==> src/rtl/atb_pkg.sv <==
// ----------------------------------------------------------------------------
// atb_pkg: shared types and constants of the ANSI text terminal buffer
// Item structs, character codes, register indexes and the power-up screen
// pattern of the 80-cell display memory.
// ----------------------------------------------------------------------------
`default_nettype none

package atb_pkg;

	localparam int MEM_CELLS = 80;
	localparam int ADDR_W    = 7;
	localparam int ROW_W     = 3;
	localparam int COL_W     = 7;
	localparam int CELL_W    = 10;
	localparam int CFG_IDX_W = 1;
	localparam int CFG_DAT_W = 7;

	localparam logic [ADDR_W-1:0] CELLS_A  = ADDR_W'(MEM_CELLS);
	localparam logic [ADDR_W-1:0] MEM_LAST = ADDR_W'(MEM_CELLS - 1);
	localparam logic [CELL_W-1:0] CELLS_C  = CELL_W'(MEM_CELLS);

	// operation codes
	localparam logic OP_FEED = 1'b0;
	localparam logic OP_READ = 1'b1;

	// register indexes
	localparam logic [CFG_IDX_W-1:0] REG_COLUMNS   = 1'b0;
	localparam logic [CFG_IDX_W-1:0] REG_ROWS_LOG2 = 1'b1;

	// character codes
	localparam logic [7:0] CH_ESC   = 8'h1B;
	localparam logic [7:0] CH_LBRK  = 8'h5B;
	localparam logic [7:0] CH_SEMI  = 8'h3B;
	localparam logic [7:0] CH_ED    = 8'h4A;
	localparam logic [7:0] CH_CUP   = 8'h48;
	localparam logic [7:0] CH_NL    = 8'h0A;
	localparam logic [7:0] CH_SPACE = 8'h20;
	localparam logic [7:0] CH_ZERO  = 8'h30;
	localparam logic [7:0] CH_NINE  = 8'h39;

	typedef struct packed {
		logic              op;
		logic [7:0]        char_in;
		logic [ADDR_W-1:0] read_addr;
	} in_item_t;

	typedef struct packed {
		logic [7:0]       read_data;
		logic [ROW_W-1:0] cursor_row;
		logic [COL_W-1:0] cursor_col;
	} out_item_t;

	// power-up screen: digits, lower case, upper case, digits down, z down to s
	function automatic logic [7:0] reset_char(input logic [ADDR_W-1:0] idx);
		logic [7:0] i8;
		i8 = 8'(idx);
		if (idx < 7'd10)
			return 8'(8'h30 + i8);
		else if (idx < 7'd36)
			return 8'(8'h61 + i8 - 8'd10);
		else if (idx < 7'd62)
			return 8'(8'h41 + i8 - 8'd36);
		else if (idx < 7'd72)
			return 8'(8'h39 + 8'd62 - i8);
		else
			return 8'(8'h7A + 8'd72 - i8);
	endfunction

	// decimal accumulate, saturating at 255
	function automatic logic [7:0] add_digit(input logic [7:0] acc, input logic [7:0] ch);
		logic [11:0] v;
		v = ({4'b0, acc} << 3) + ({4'b0, acc} << 1) + {8'b0, ch[3:0]};
		return (v > 12'd255) ? 8'hFF : v[7:0];
	endfunction

endpackage

`default_nettype wire

==> src/rtl/ansi_text_terminal_buffer_top.sv <==
// ----------------------------------------------------------------------------
// ansi_text_terminal_buffer_top: byte-stream text terminal over 80 cells
// Parses printable text, newline, ESC[nJ and ESC[n;mH into an 80-cell
// character memory of 1, 2 or 4 rows, and reads single cells back.
// ----------------------------------------------------------------------------
// Usage:
//   Input beat (in_valid/in_stall, in_data): op 0 feeds char_in into the
//   parser, op 1 reads the cell at read_addr. Every input beat yields exactly
//   one output beat (out_valid/out_stall, out_data) with the read data (zero
//   for a fed byte) and the cursor after the step.
//   Configuration (cfg_valid/cfg_ready, cfg_index, cfg_data) sets columns and
//   rows_log2; write it only while no item is in flight.
//   Reads, plain text, newline and escape bytes go from accept through the
//   finish step to the output register; ESC[nJ first blanks up to 80 cells.
//   A scrolling byte copies 80 - stride cells a row up and drains the last
//   read (rows > 1), blanks stride cells and stores the byte; one cell moves
//   per cycle through the single memory write port and address counter.
//   in_stall is high while an item is being worked; one result may wait in
//   the output register while the next item is accepted. If out_stall holds,
//   the following result waits and the block stays stalled.
//   Reset: cursor home, parser in text mode, 16 columns by 2 rows, and the
//   memory reads as the power-up pattern until each cell is first written.
// ----------------------------------------------------------------------------
`default_nettype none

module ansi_text_terminal_buffer_top import atb_pkg::*; (
	input  wire logic                 clk,
	input  wire logic                 arst_n,
	input  wire logic                 in_valid,
	output logic                      in_stall,
	input  wire in_item_t             in_data,
	output logic                      out_valid,
	input  wire logic                 out_stall,
	output out_item_t                 out_data,
	input  wire logic                 cfg_valid,
	output logic                      cfg_ready,
	input  wire logic [CFG_IDX_W-1:0] cfg_index,
	input  wire logic [CFG_DAT_W-1:0] cfg_data
);

	localparam logic [2:0] S_IDLE  = 3'd0;
	localparam logic [2:0] S_COPY  = 3'd1;
	localparam logic [2:0] S_DRAIN = 3'd2;
	localparam logic [2:0] S_FILL  = 3'd3;
	localparam logic [2:0] S_STORE = 3'd4;
	localparam logic [2:0] S_FIN   = 3'd5;

	localparam logic [1:0] PM_TEXT = 2'd0;
	localparam logic [1:0] PM_ESC  = 2'd1;
	localparam logic [1:0] PM_ARG1 = 2'd2;
	localparam logic [1:0] PM_ARG2 = 2'd3;

	// control state
	logic [2:0]        state_q, state_d;
	logic [ROW_W-1:0]  row_q, row_d;
	logic [COL_W-1:0]  col_q, col_d;
	logic [1:0]        mode_q, mode_d;
	logic [7:0]        a1_q, a1_d, a2_q, a2_d;
	logic              flag_q, flag_d;
	logic [ADDR_W-1:0] ptr_q, ptr_d;
	logic [ADDR_W-1:0] fill_end_q, fill_end_d;
	logic              fill_store_q, fill_store_d;
	logic              op_q, op_d;
	logic              oob_q, oob_d;
	logic [6:0]        columns_q;
	logic [1:0]        rows_log2_q;
	logic              out_valid_q;
	logic              out_load;

	// payload
	logic [7:0]        char_q;
	out_item_t         out_data_q;

	// memory
	logic [7:0]           mem [0:MEM_CELLS-1];
	logic [MEM_CELLS-1:0] vld_q;
	logic [7:0]           rd_mem_q;
	logic                 rd_vld_q;
	logic [ADDR_W-1:0]    rd_addr_q;
	logic [7:0]           rdata;
	logic                 wr_en, rd_en;
	logic [ADDR_W-1:0]    wr_addr, rd_addr;
	logic [7:0]           wr_dat;

	// geometry
	logic [1:0]        rl_eff;
	logic [ROW_W-1:0]  rows;
	logic [ADDR_W-1:0] stride, keep, cols, cols_a;
	logic [CELL_W-1:0] row80, row_off, cur_cell;

	// parser
	logic [7:0] cur_ch;
	logic       is_digit;
	logic [1:0] pm_mode;
	logic [7:0] pm_a1, pm_a2;
	logic       pm_flag, pm_text, pm_erase, pm_cup;

	// erase span, cursor placement, text store
	logic              er_go;
	logic [ADDR_W-1:0] er_start, er_end;
	logic [CELL_W-1:0] cell_p1;
	logic [7:0]        cup_n, cup_m, cup_r8, cup_c8;
	logic [ROW_W-1:0]  cup_row;
	logic [COL_W-1:0]  cup_col;
	logic              st_wr;
	logic [ADDR_W-1:0] st_addr;
	logic [COL_W:0]    col_inc;
	logic [ROW_W-1:0]  st_row_n;
	logic [COL_W-1:0]  st_col_n;

	assign in_stall  = (state_q != S_IDLE);
	assign cfg_ready = (state_q == S_IDLE);
	assign out_valid = out_valid_q;
	assign out_data  = out_data_q;

	// geometry from the registers
	always_comb begin
		rl_eff = (rows_log2_q > 2'd2) ? 2'd2 : rows_log2_q;
		unique case (rl_eff)
			2'd0: begin
				rows   = 3'd1;
				stride = 7'd80;
			end
			2'd1: begin
				rows   = 3'd2;
				stride = 7'd40;
			end
			default: begin
				rows   = 3'd4;
				stride = 7'd20;
			end
		endcase
		keep   = 7'(CELLS_A - stride);
		cols_a = (columns_q == 7'd0) ? 7'd1 : columns_q;
		cols   = (cols_a > stride) ? stride : cols_a;
		row80  = (CELL_W'(row_q) << 6) + (CELL_W'(row_q) << 4);
		row_off = row80 >> rl_eff;
		cur_cell = CELL_W'(col_q) + row_off;
	end

	// escape sequence parser
	always_comb begin
		cur_ch   = in_data.char_in;
		is_digit = (cur_ch >= CH_ZERO) && (cur_ch <= CH_NINE);
		pm_mode  = mode_q;
		pm_a1    = a1_q;
		pm_a2    = a2_q;
		pm_flag  = flag_q;
		pm_text  = 1'b0;
		pm_erase = 1'b0;
		pm_cup   = 1'b0;
		unique case (mode_q)
			PM_ESC: begin
				if (cur_ch == CH_LBRK) begin
					pm_a1   = 8'd0;
					pm_a2   = 8'd0;
					pm_flag = 1'b1;
					pm_mode = PM_ARG1;
				end else begin
					pm_mode = PM_TEXT;
					pm_text = 1'b1;
				end
			end
			PM_ARG1: begin
				// empty first argument before ';' counts as one
				if (flag_q && cur_ch == CH_SEMI)
					pm_a1 = 8'd1;
				pm_flag = 1'b0;
				if (is_digit) begin
					pm_a1 = add_digit(a1_q, cur_ch);
				end else if (cur_ch == CH_SEMI) begin
					pm_flag = 1'b1;
					pm_mode = PM_ARG2;
				end else if (cur_ch == CH_ED) begin
					pm_erase = 1'b1;
					pm_mode  = PM_TEXT;
				end else begin
					pm_mode = PM_TEXT;
					pm_text = 1'b1;
				end
			end
			PM_ARG2: begin
				if (flag_q && !is_digit)
					pm_a2 = 8'd1;
				pm_flag = 1'b0;
				if (is_digit) begin
					pm_a2 = add_digit(a2_q, cur_ch);
				end else if (cur_ch == CH_CUP) begin
					pm_cup  = 1'b1;
					pm_mode = PM_TEXT;
				end else begin
					pm_mode = PM_TEXT;
					pm_text = 1'b1;
				end
			end
			default: begin
				pm_text = 1'b1;
			end
		endcase
	end

	// erase span, cursor placement and text store arithmetic
	always_comb begin
		cell_p1  = cur_cell + 10'd1;
		er_go    = 1'b0;
		er_start = 7'd0;
		er_end   = CELLS_A;
		case (pm_a1)
			8'd0: begin
				er_go    = (cur_cell < CELLS_C);
				er_start = cur_cell[ADDR_W-1:0];
			end
			8'd1: begin
				er_go  = 1'b1;
				er_end = (cell_p1 >= CELLS_C) ? CELLS_A : cell_p1[ADDR_W-1:0];
			end
			8'd2: begin
				er_go = 1'b1;
			end
			default: begin
				er_go = 1'b0;
			end
		endcase

		cup_n  = (pm_a1 == 8'd0) ? 8'd1 : pm_a1;
		cup_m  = (pm_a2 == 8'd0) ? 8'd1 : pm_a2;
		cup_r8 = cup_n - 8'd1;
		cup_c8 = cup_m - 8'd1;
		cup_row = (cup_r8 >= 8'(rows)) ? 3'(rows - 3'd1) : cup_r8[ROW_W-1:0];
		cup_col = (cup_c8 >= 8'(cols)) ? 7'(cols - 7'd1) : cup_c8[COL_W-1:0];

		st_wr   = (cur_cell < CELLS_C);
		st_addr = cur_cell[ADDR_W-1:0];
		col_inc = 8'(col_q) + 8'd1;
		if (col_inc >= 8'(cols)) begin
			st_col_n = 7'd0;
			st_row_n = 3'(row_q + 3'd1);
		end else begin
			st_col_n = col_inc[COL_W-1:0];
			st_row_n = row_q;
		end
	end

	// sequencer
	always_comb begin
		state_d      = state_q;
		row_d        = row_q;
		col_d        = col_q;
		mode_d       = mode_q;
		a1_d         = a1_q;
		a2_d         = a2_q;
		flag_d       = flag_q;
		ptr_d        = ptr_q;
		fill_end_d   = fill_end_q;
		fill_store_d = fill_store_q;
		op_d         = op_q;
		oob_d        = oob_q;
		wr_en        = 1'b0;
		wr_addr      = ptr_q;
		wr_dat       = CH_SPACE;
		rd_en        = 1'b0;
		rd_addr      = ptr_q;
		out_load     = 1'b0;
		unique case (state_q)
			S_IDLE: begin
				if (in_valid) begin
					op_d    = in_data.op;
					oob_d   = (in_data.read_addr >= CELLS_A);
					state_d = S_FIN;
					if (in_data.op == OP_READ) begin
						rd_en   = 1'b1;
						rd_addr = oob_d ? 7'd0 : in_data.read_addr;
					end else begin
						mode_d = pm_mode;
						a1_d   = pm_a1;
						a2_d   = pm_a2;
						flag_d = pm_flag;
						if (pm_text) begin
							if (cur_ch == CH_ESC) begin
								mode_d = PM_ESC;
							end else if (cur_ch == CH_NL) begin
								row_d = (row_q < rows) ? 3'(row_q + 3'd1) : rows;
								col_d = 7'd0;
							end else if (row_q >= rows) begin
								// scroll pending: shift rows up if more than one, blank the last, then store
								row_d = 3'(rows - 3'd1);
								if (rl_eff == 2'd0) begin
									ptr_d        = 7'd0;
									fill_end_d   = CELLS_A;
									fill_store_d = 1'b1;
									state_d      = S_FILL;
								end else begin
									ptr_d   = stride;
									state_d = S_COPY;
								end
							end else begin
								wr_en   = st_wr;
								wr_addr = st_addr;
								wr_dat  = cur_ch;
								row_d   = st_row_n;
								col_d   = st_col_n;
							end
						end else if (pm_erase) begin
							if (er_go) begin
								ptr_d        = er_start;
								fill_end_d   = er_end;
								fill_store_d = 1'b0;
								state_d      = S_FILL;
							end
						end else if (pm_cup) begin
							row_d = cup_row;
							col_d = cup_col;
						end
					end
				end
			end
			S_COPY: begin
				// read one cell ahead, write the previous one a row up
				rd_en   = 1'b1;
				rd_addr = ptr_q;
				ptr_d   = 7'(ptr_q + 7'd1);
				if (ptr_q != stride) begin
					wr_en   = 1'b1;
					wr_addr = 7'(rd_addr_q - stride);
					wr_dat  = rdata;
				end
				if (ptr_q == MEM_LAST)
					state_d = S_DRAIN;
			end
			S_DRAIN: begin
				wr_en        = 1'b1;
				wr_addr      = 7'(rd_addr_q - stride);
				wr_dat       = rdata;
				ptr_d        = keep;
				fill_end_d   = CELLS_A;
				fill_store_d = 1'b1;
				state_d      = S_FILL;
			end
			S_FILL: begin
				wr_en   = 1'b1;
				wr_addr = ptr_q;
				wr_dat  = CH_SPACE;
				ptr_d   = 7'(ptr_q + 7'd1);
				if (7'(ptr_q + 7'd1) == fill_end_q)
					state_d = fill_store_q ? S_STORE : S_FIN;
			end
			S_STORE: begin
				wr_en   = st_wr;
				wr_addr = st_addr;
				wr_dat  = char_q;
				row_d   = st_row_n;
				col_d   = st_col_n;
				state_d = S_FIN;
			end
			S_FIN: begin
				if (!out_valid_q || !out_stall) begin
					out_load = 1'b1;
					state_d  = S_IDLE;
				end
			end
			default: begin
				state_d = S_IDLE;
			end
		endcase
	end

	always_ff @(posedge clk or negedge arst_n) begin
		if (!arst_n) begin
			state_q      <= S_IDLE;
			row_q        <= '0;
			col_q        <= '0;
			mode_q       <= PM_TEXT;
			a1_q         <= '0;
			a2_q         <= '0;
			flag_q       <= 1'b0;
			ptr_q        <= '0;
			fill_end_q   <= '0;
			fill_store_q <= 1'b0;
			op_q         <= OP_FEED;
			oob_q        <= 1'b0;
			columns_q    <= 7'd16;
			rows_log2_q  <= 2'd1;
			out_valid_q  <= 1'b0;
		end else begin
			state_q      <= state_d;
			row_q        <= row_d;
			col_q        <= col_d;
			mode_q       <= mode_d;
			a1_q         <= a1_d;
			a2_q         <= a2_d;
			flag_q       <= flag_d;
			ptr_q        <= ptr_d;
			fill_end_q   <= fill_end_d;
			fill_store_q <= fill_store_d;
			op_q         <= op_d;
			oob_q        <= oob_d;
			if (cfg_valid && cfg_ready) begin
				unique case (cfg_index)
					REG_COLUMNS:   columns_q   <= cfg_data[6:0];
					REG_ROWS_LOG2: rows_log2_q <= cfg_data[1:0];
					default:       columns_q   <= columns_q;
				endcase
			end
			if (out_load)
				out_valid_q <= 1'b1;
			else if (!out_stall)
				out_valid_q <= 1'b0;
		end
	end

	always_ff @(posedge clk) begin
		if (state_q == S_IDLE && in_valid)
			char_q <= in_data.char_in;
		if (out_load) begin
			out_data_q.read_data  <= (op_q == OP_READ && !oob_q) ? rdata : 8'd0;
			out_data_q.cursor_row <= row_q;
			out_data_q.cursor_col <= col_q;
		end
	end

	// display memory: one write and one registered read per cycle
	always_ff @(posedge clk) begin
		if (wr_en)
			mem[wr_addr] <= wr_dat;
		if (rd_en) begin
			rd_mem_q  <= mem[rd_addr];
			rd_addr_q <= rd_addr;
		end
	end

	// a cell never written reads as the power-up pattern
	always_ff @(posedge clk or negedge arst_n) begin
		if (!arst_n) begin
			vld_q    <= '0;
			rd_vld_q <= 1'b0;
		end else begin
			if (wr_en)
				vld_q[wr_addr] <= 1'b1;
			if (rd_en)
				rd_vld_q <= vld_q[rd_addr];
		end
	end

	assign rdata = rd_vld_q ? rd_mem_q : reset_char(rd_addr_q);

	a_wr_in_range: assert property (@(posedge clk) disable iff (!arst_n)
		wr_en |-> (wr_addr < CELLS_A))
		else $error("memory write beyond the last cell");

	a_row_bound: assert property (@(posedge clk) disable iff (!arst_n)
		row_q <= 3'd4)
		else $error("cursor row beyond scroll-pending position");

	a_fill_span: assert property (@(posedge clk) disable iff (!arst_n)
		(state_q == S_FILL) |-> (ptr_q < fill_end_q))
		else $error("blank fill pointer past its end");

	a_copy_src: assert property (@(posedge clk) disable iff (!arst_n)
		(state_q == S_COPY) |-> (ptr_q >= stride))
		else $error("scroll copy source above the second row");

	a_out_from_fin: assert property (@(posedge clk) disable iff (!arst_n)
		$rose(out_valid_q) |-> ($past(state_q) == S_FIN))
		else $error("result beat raised outside the finish step");

endmodule

`default_nettype wire
==> config.mk <==
export PLATFORM = sky130hd
export DESIGN_NAME = ansi_text_terminal_buffer_top
export DESIGN_NICKNAME = d
export VERILOG_FILES = /design/src/rtl/atb_pkg.sv /design/src/rtl/ansi_text_terminal_buffer_top.sv
export SDC_FILE = /design/constraint.sdc
export NUM_CORES = 1
export LEC_CHECK = 0
export BUFFER_PORTS_ARGS = -buffer_cell sky130_fd_sc_hd__buf_2
export CAP_MARGIN = 0
export CORE_MARGIN = 2
export CORE_UTILIZATION = 57
export CTS_BUF_LIST = sky130_fd_sc_hd__clkbuf_2 sky130_fd_sc_hd__clkbuf_4 sky130_fd_sc_hd__clkbuf_8
export CTS_CLUSTER_DIAMETER = 120
export CTS_CLUSTER_SIZE = 28
export DETAILED_ROUTE_END_ITERATION = 10
export GPL_TIMING_DRIVEN = 0
export PLACE_DENSITY = 0.78
export SYNTH_ARGS = -nofsm -noshare
export SYNTH_HDL_FRONTEND = slang
export SYNTH_SLANG_ARGS = --single-unit
==> constraint.sdc <==
create_clock -name clk -period 16.4 [get_ports clk]
set_clock_uncertainty 0.2 [all_clocks]
set_input_delay 4.1 -clock clk [delete_from_list [all_inputs] [get_ports clk]]
set_output_delay 4.1 -clock clk [all_outputs]
set_load 0.03 [all_outputs]
==> results.py <==
metrics = {
    "outcome": {
        "run_status": "complete, no violations",
    },
    "worst_setup_path": {
        "cp_num_cells": 25,
        "rr_worst_depth": 24,
        "path_max_fanout": 9,
        "cpLargestDelayFamily": "compound AO/OA/AOI/OAI gates",
        "r2r-end": "col_q[3]",
        "r2r_slack_ns": 9.27,
        "worst_path_max_delay_cell": "o31ai_1",
        "cp_data_required_time_ns": 16.82,
        "max_stage_delay_ns": 0.55,
        "r2r-start": "a2_q[0]",
        "critPathBufInv": 5,
        "critPathCaptureType": "flop",
        "critPathLaunchType": "input pin",
        "crit_type": "in -> reg",
        "arrival_ns": 10.74,
        "crit_top_cell": "a21o_1",
    },
    "yosys": {
        "synth_nets": 3578,
        "synthesis.area_um2": 39300,
        "synth_warnings": 0,
        "synth-edff-count": 681,
        "yosys.area.top_type": "edfxtp_1",
        "synthSimpleGateAreaFrac": 0.164,
        "async_flop_share": 0.171,
        "ys_seq_elements": 821,
        "synthAdderAreaFrac": 0.0320,
        "synth-xor-area-share": 0.0127,
        "synth_compound_area_frac": 0.128,
        "synth_top_family_by_area": "simple AND/OR/NAND/NOR gates",
        "syn_area_per_cell_um2": 11.4,
        "synth_area_leaders": "edfxtp_1 52%, dfrtp_1 8.8%, nand2_1 7.5%, a311oi_1 3.2%, nand3_1 3.0%",
        "yosys.area.top_type_share": 0.521,
        "ys_types": 110,
        "syn_inst": 3452,
        "synthMuxAreaShare": 0.0187,
        "synthFlopType": "edfxtp_1",
        "ys_seq_area_frac": 0.610,
    },
    "clocking": {
        "clkSlewWorstSetupHoldPaths_ns": 0.17,
        "cts_tree": "yes",
        "cts_max_level": 2,
        "clk-insertion-delay-late_ns": 0.71,
        "cts_buffer_depth": 3,
        "postCtsSetupBuffers": 0,
        "cts_resized": 0,
        "clkSinkCount": 821,
        "root_buffer": "clkbuf_8",
        "cts_buffers": 35,
        "hold_buffers": 0,
    },
    "sta": {
        "rsz0062_at_grt": "no",
        "min_period_over_period": 0.630,
        "slew_violations": 0,
        "min_period_ns": 10.33,
        "slew_headroom": 0.0622,
        "tns_ns": 0,
        "tightest_slew_ns": 1.41,
        "max_clock_freq_mhz": 96.8,
        "setup_viol_count_final": 0,
        "finalHoldViolCount": 0,
        "fin_hold_ws_ns": 0.295,
    },
    "grt": {
        "grt_max_degree": 87,
        "grt_pass1_vias": 27310,
        "grt_overflow": 0,
        "track_usage": 0.310,
        "grt_pass1_wl_um": 166000,
        "grt_antenna_before_repair": 5,
    },
    "detailed_routing": {
        "routed_wl_um": 111000,
        "wire_per_inst_um": 24.9,
        "ant_nets": 0,
        "num_vias": 29145,
        "drc": 0,
        "via_per_inst": 6.52,
        "drt-initial-drc-count": 4181,
        "dr.pass1.iters": 6,
    },
    "worst_hold_path": {
        "hold_path.class": "reg -> reg",
        "whs_endpoint": "vld_q[65]",
        "hold_depth": 1,
        "worstHoldStart": "vld_q[65]",
    },
    "layout": {
        "final_cells": 4467,
        "nFillCells": 5442,
        "seqCellArea_um2": 24000,
        "drive_above_1_share": 0.0847,
        "num-nets-final": 3679,
        "area_delta_synth_final_pct": 6.30,
        "multiInputGateArea_um2": 14100,
    },
    "place": {
        "io_buffers": 49,
        "dp_cells": 4398,
        "dp_hpwl_um": 79600,
        "gp_routability_congestion": 0.968,
    },
    "die": {
        "die_h_um": 267,
        "dieWidth_um": 267,
        "coreArea_um2": 68500,
        "start_util": 0.574,
        "io_pins": 50,
        "dieArea_um2": 71000,
        "rows": 96,
    },
    "power_and_ir_drop": {
        "report.power.total_w": 0.00880,
        "vdd_drop_max_v": 0.000143,
        "p_leak_nw": 15.5,
        "p_per_area_nw_per_um2": 211,
    },
    "flow_run": {
        "max-cap-violations": 0,
    },
}
cell usage in the layout, fill, tap and decap left out, types with 22 or more instances in the layout:
cell      Yosys  layout
clkbuf_4      0      23
a31oi_1      25      25
o21bai_1     87      87
xnor2_1      33      33
o31ai_1      26      26
a211oi_1     32      32
ha_1         91      91
nor3_1       24      24
nor2b_1      23      23
clkbuf_8      0      36
a311oi_1    143     143
nor2_1      150     150
o21ai_0      81      78
mux2i_1      44      44
clkbuf_1    114     114
nand2_1     783     782
a21oi_1     104     103
a21o_1       22      22
xor2_1       24      24
and3_1       98      98
nand2b_1     22      22
nand3_1     238     237
dfrtp_1     138     138
edfxtp_1    681     681
inv_1        66      63
buf_2        84     132
layer usage:
metal,track usage,share of wire
met5,0,0.00013
met4,0.143,0.051
met3,0.0507,0.11
met2,0.489,0.46
met1,0.425,0.39
registers in the layout, indices dropped and copies added, names as in the netlist:
register and count:
a1_q 8, a2_q 8, char_q 8, col_q 7, columns_q 7, fill_end_q 7, fill_store_q 1, flag_q 1
mem 640, mode_q 2, oob_q 1, op_q 1, out_data 18, out_valid 1, ptr_q 7, rd_addr_q 7
rd_mem_q 8, rd_vld_q 1, row_q 3, rows_log2_q 2, state_q 3, vld_q 80
where the power goes:
part	leakage, nW	switching [W]	internal [W]
Sequential	8.05	0.000158	0.00298
Clock	0.385	0.000604	0.000266
Combinational	7.02	0.00335	0.00145
Total	15.5	0.00411	0.00469
layout make-up:
cell class,instances,area share
Sequential cell,821,0.574
Multi-Input combinational cell,2330,0.337
Tap cell,882,0.0264
Buffer,228,0.0251
Clock buffer,59,0.0160
Timing Repair Buffer,64,0.0139
Inverter,73,0.00680
Clock inverter,4,0.000929
Antenna cell,6,0.000360
how the worst max path moves through the flow:
stage / start / slack (ns) / to
2_1_floorplan: in_data[10] / 6.67 / col_q[3]
3_3_place_gp: rows_log2_q[1] / 3.18 / mem[33][4]
3_5_place_dp: in_data[10] / 5.45 / col_q[3]
4_1_cts: in_data[10] / 6.19 / col_q[3]
5_1_grt: in_data[10] / 5.64 / col_q[3]
6_report: in_data[10] / 6.07 / col_q[3]
synthesized netlist by cell type (7+ instances only):
cell	n
nand2b_1	22
nand2_1	783
nor2b_1	23
a311oi_1	143
a311o_1	9
buf_1	12
or3b_2	7
o21bai_1	87
nand4_1	8
mux2_2	13
or3_1	8
a22oi_1	11
mux2_1	8
or3b_1	7
inv_1	66
a21o_1	22
o221ai_1	17
buf_2	84
nor3b_1	7
xnor2_1	33
mux2i_1	44
nand3b_1	11
o211ai_1	10
nor3_1	24
nand3_1	238
a221o_1	9
o21ai_0	81
edfxtp_1	681
nor2_1	150
o21a_1	14
xor2_1	24
a211oi_1	32
ha_1	91
o31ai_1	26
and3_1	98
buf_4	13
o311ai_0	8
clkbuf_1	114
dfrtp_1	138
a21oi_1	104
a31oi_1	25
per-stage QoR:
step                 util  cell area (µm²)  setup WS [ns]
floorplan               -            39300           6.67
global placement    0.593            40600           3.18
detailed placement  0.599            41000           5.45
CTS                 0.610            41700           6.19
global route        0.610            41700           5.64
finish              0.610            41800           6.07
kinds of logic (layout without fill, tap and decap cells):
logic type,count (synthesis),count (layout)
compound gates,677,677
fa+ha+maj,97,97
mux,68,68
flops,821,821
buf+inv,301,428
xor+xnor,57,57
other cells,1,7
simple gates,1430,1430
(Power assumes the default switching activity.)
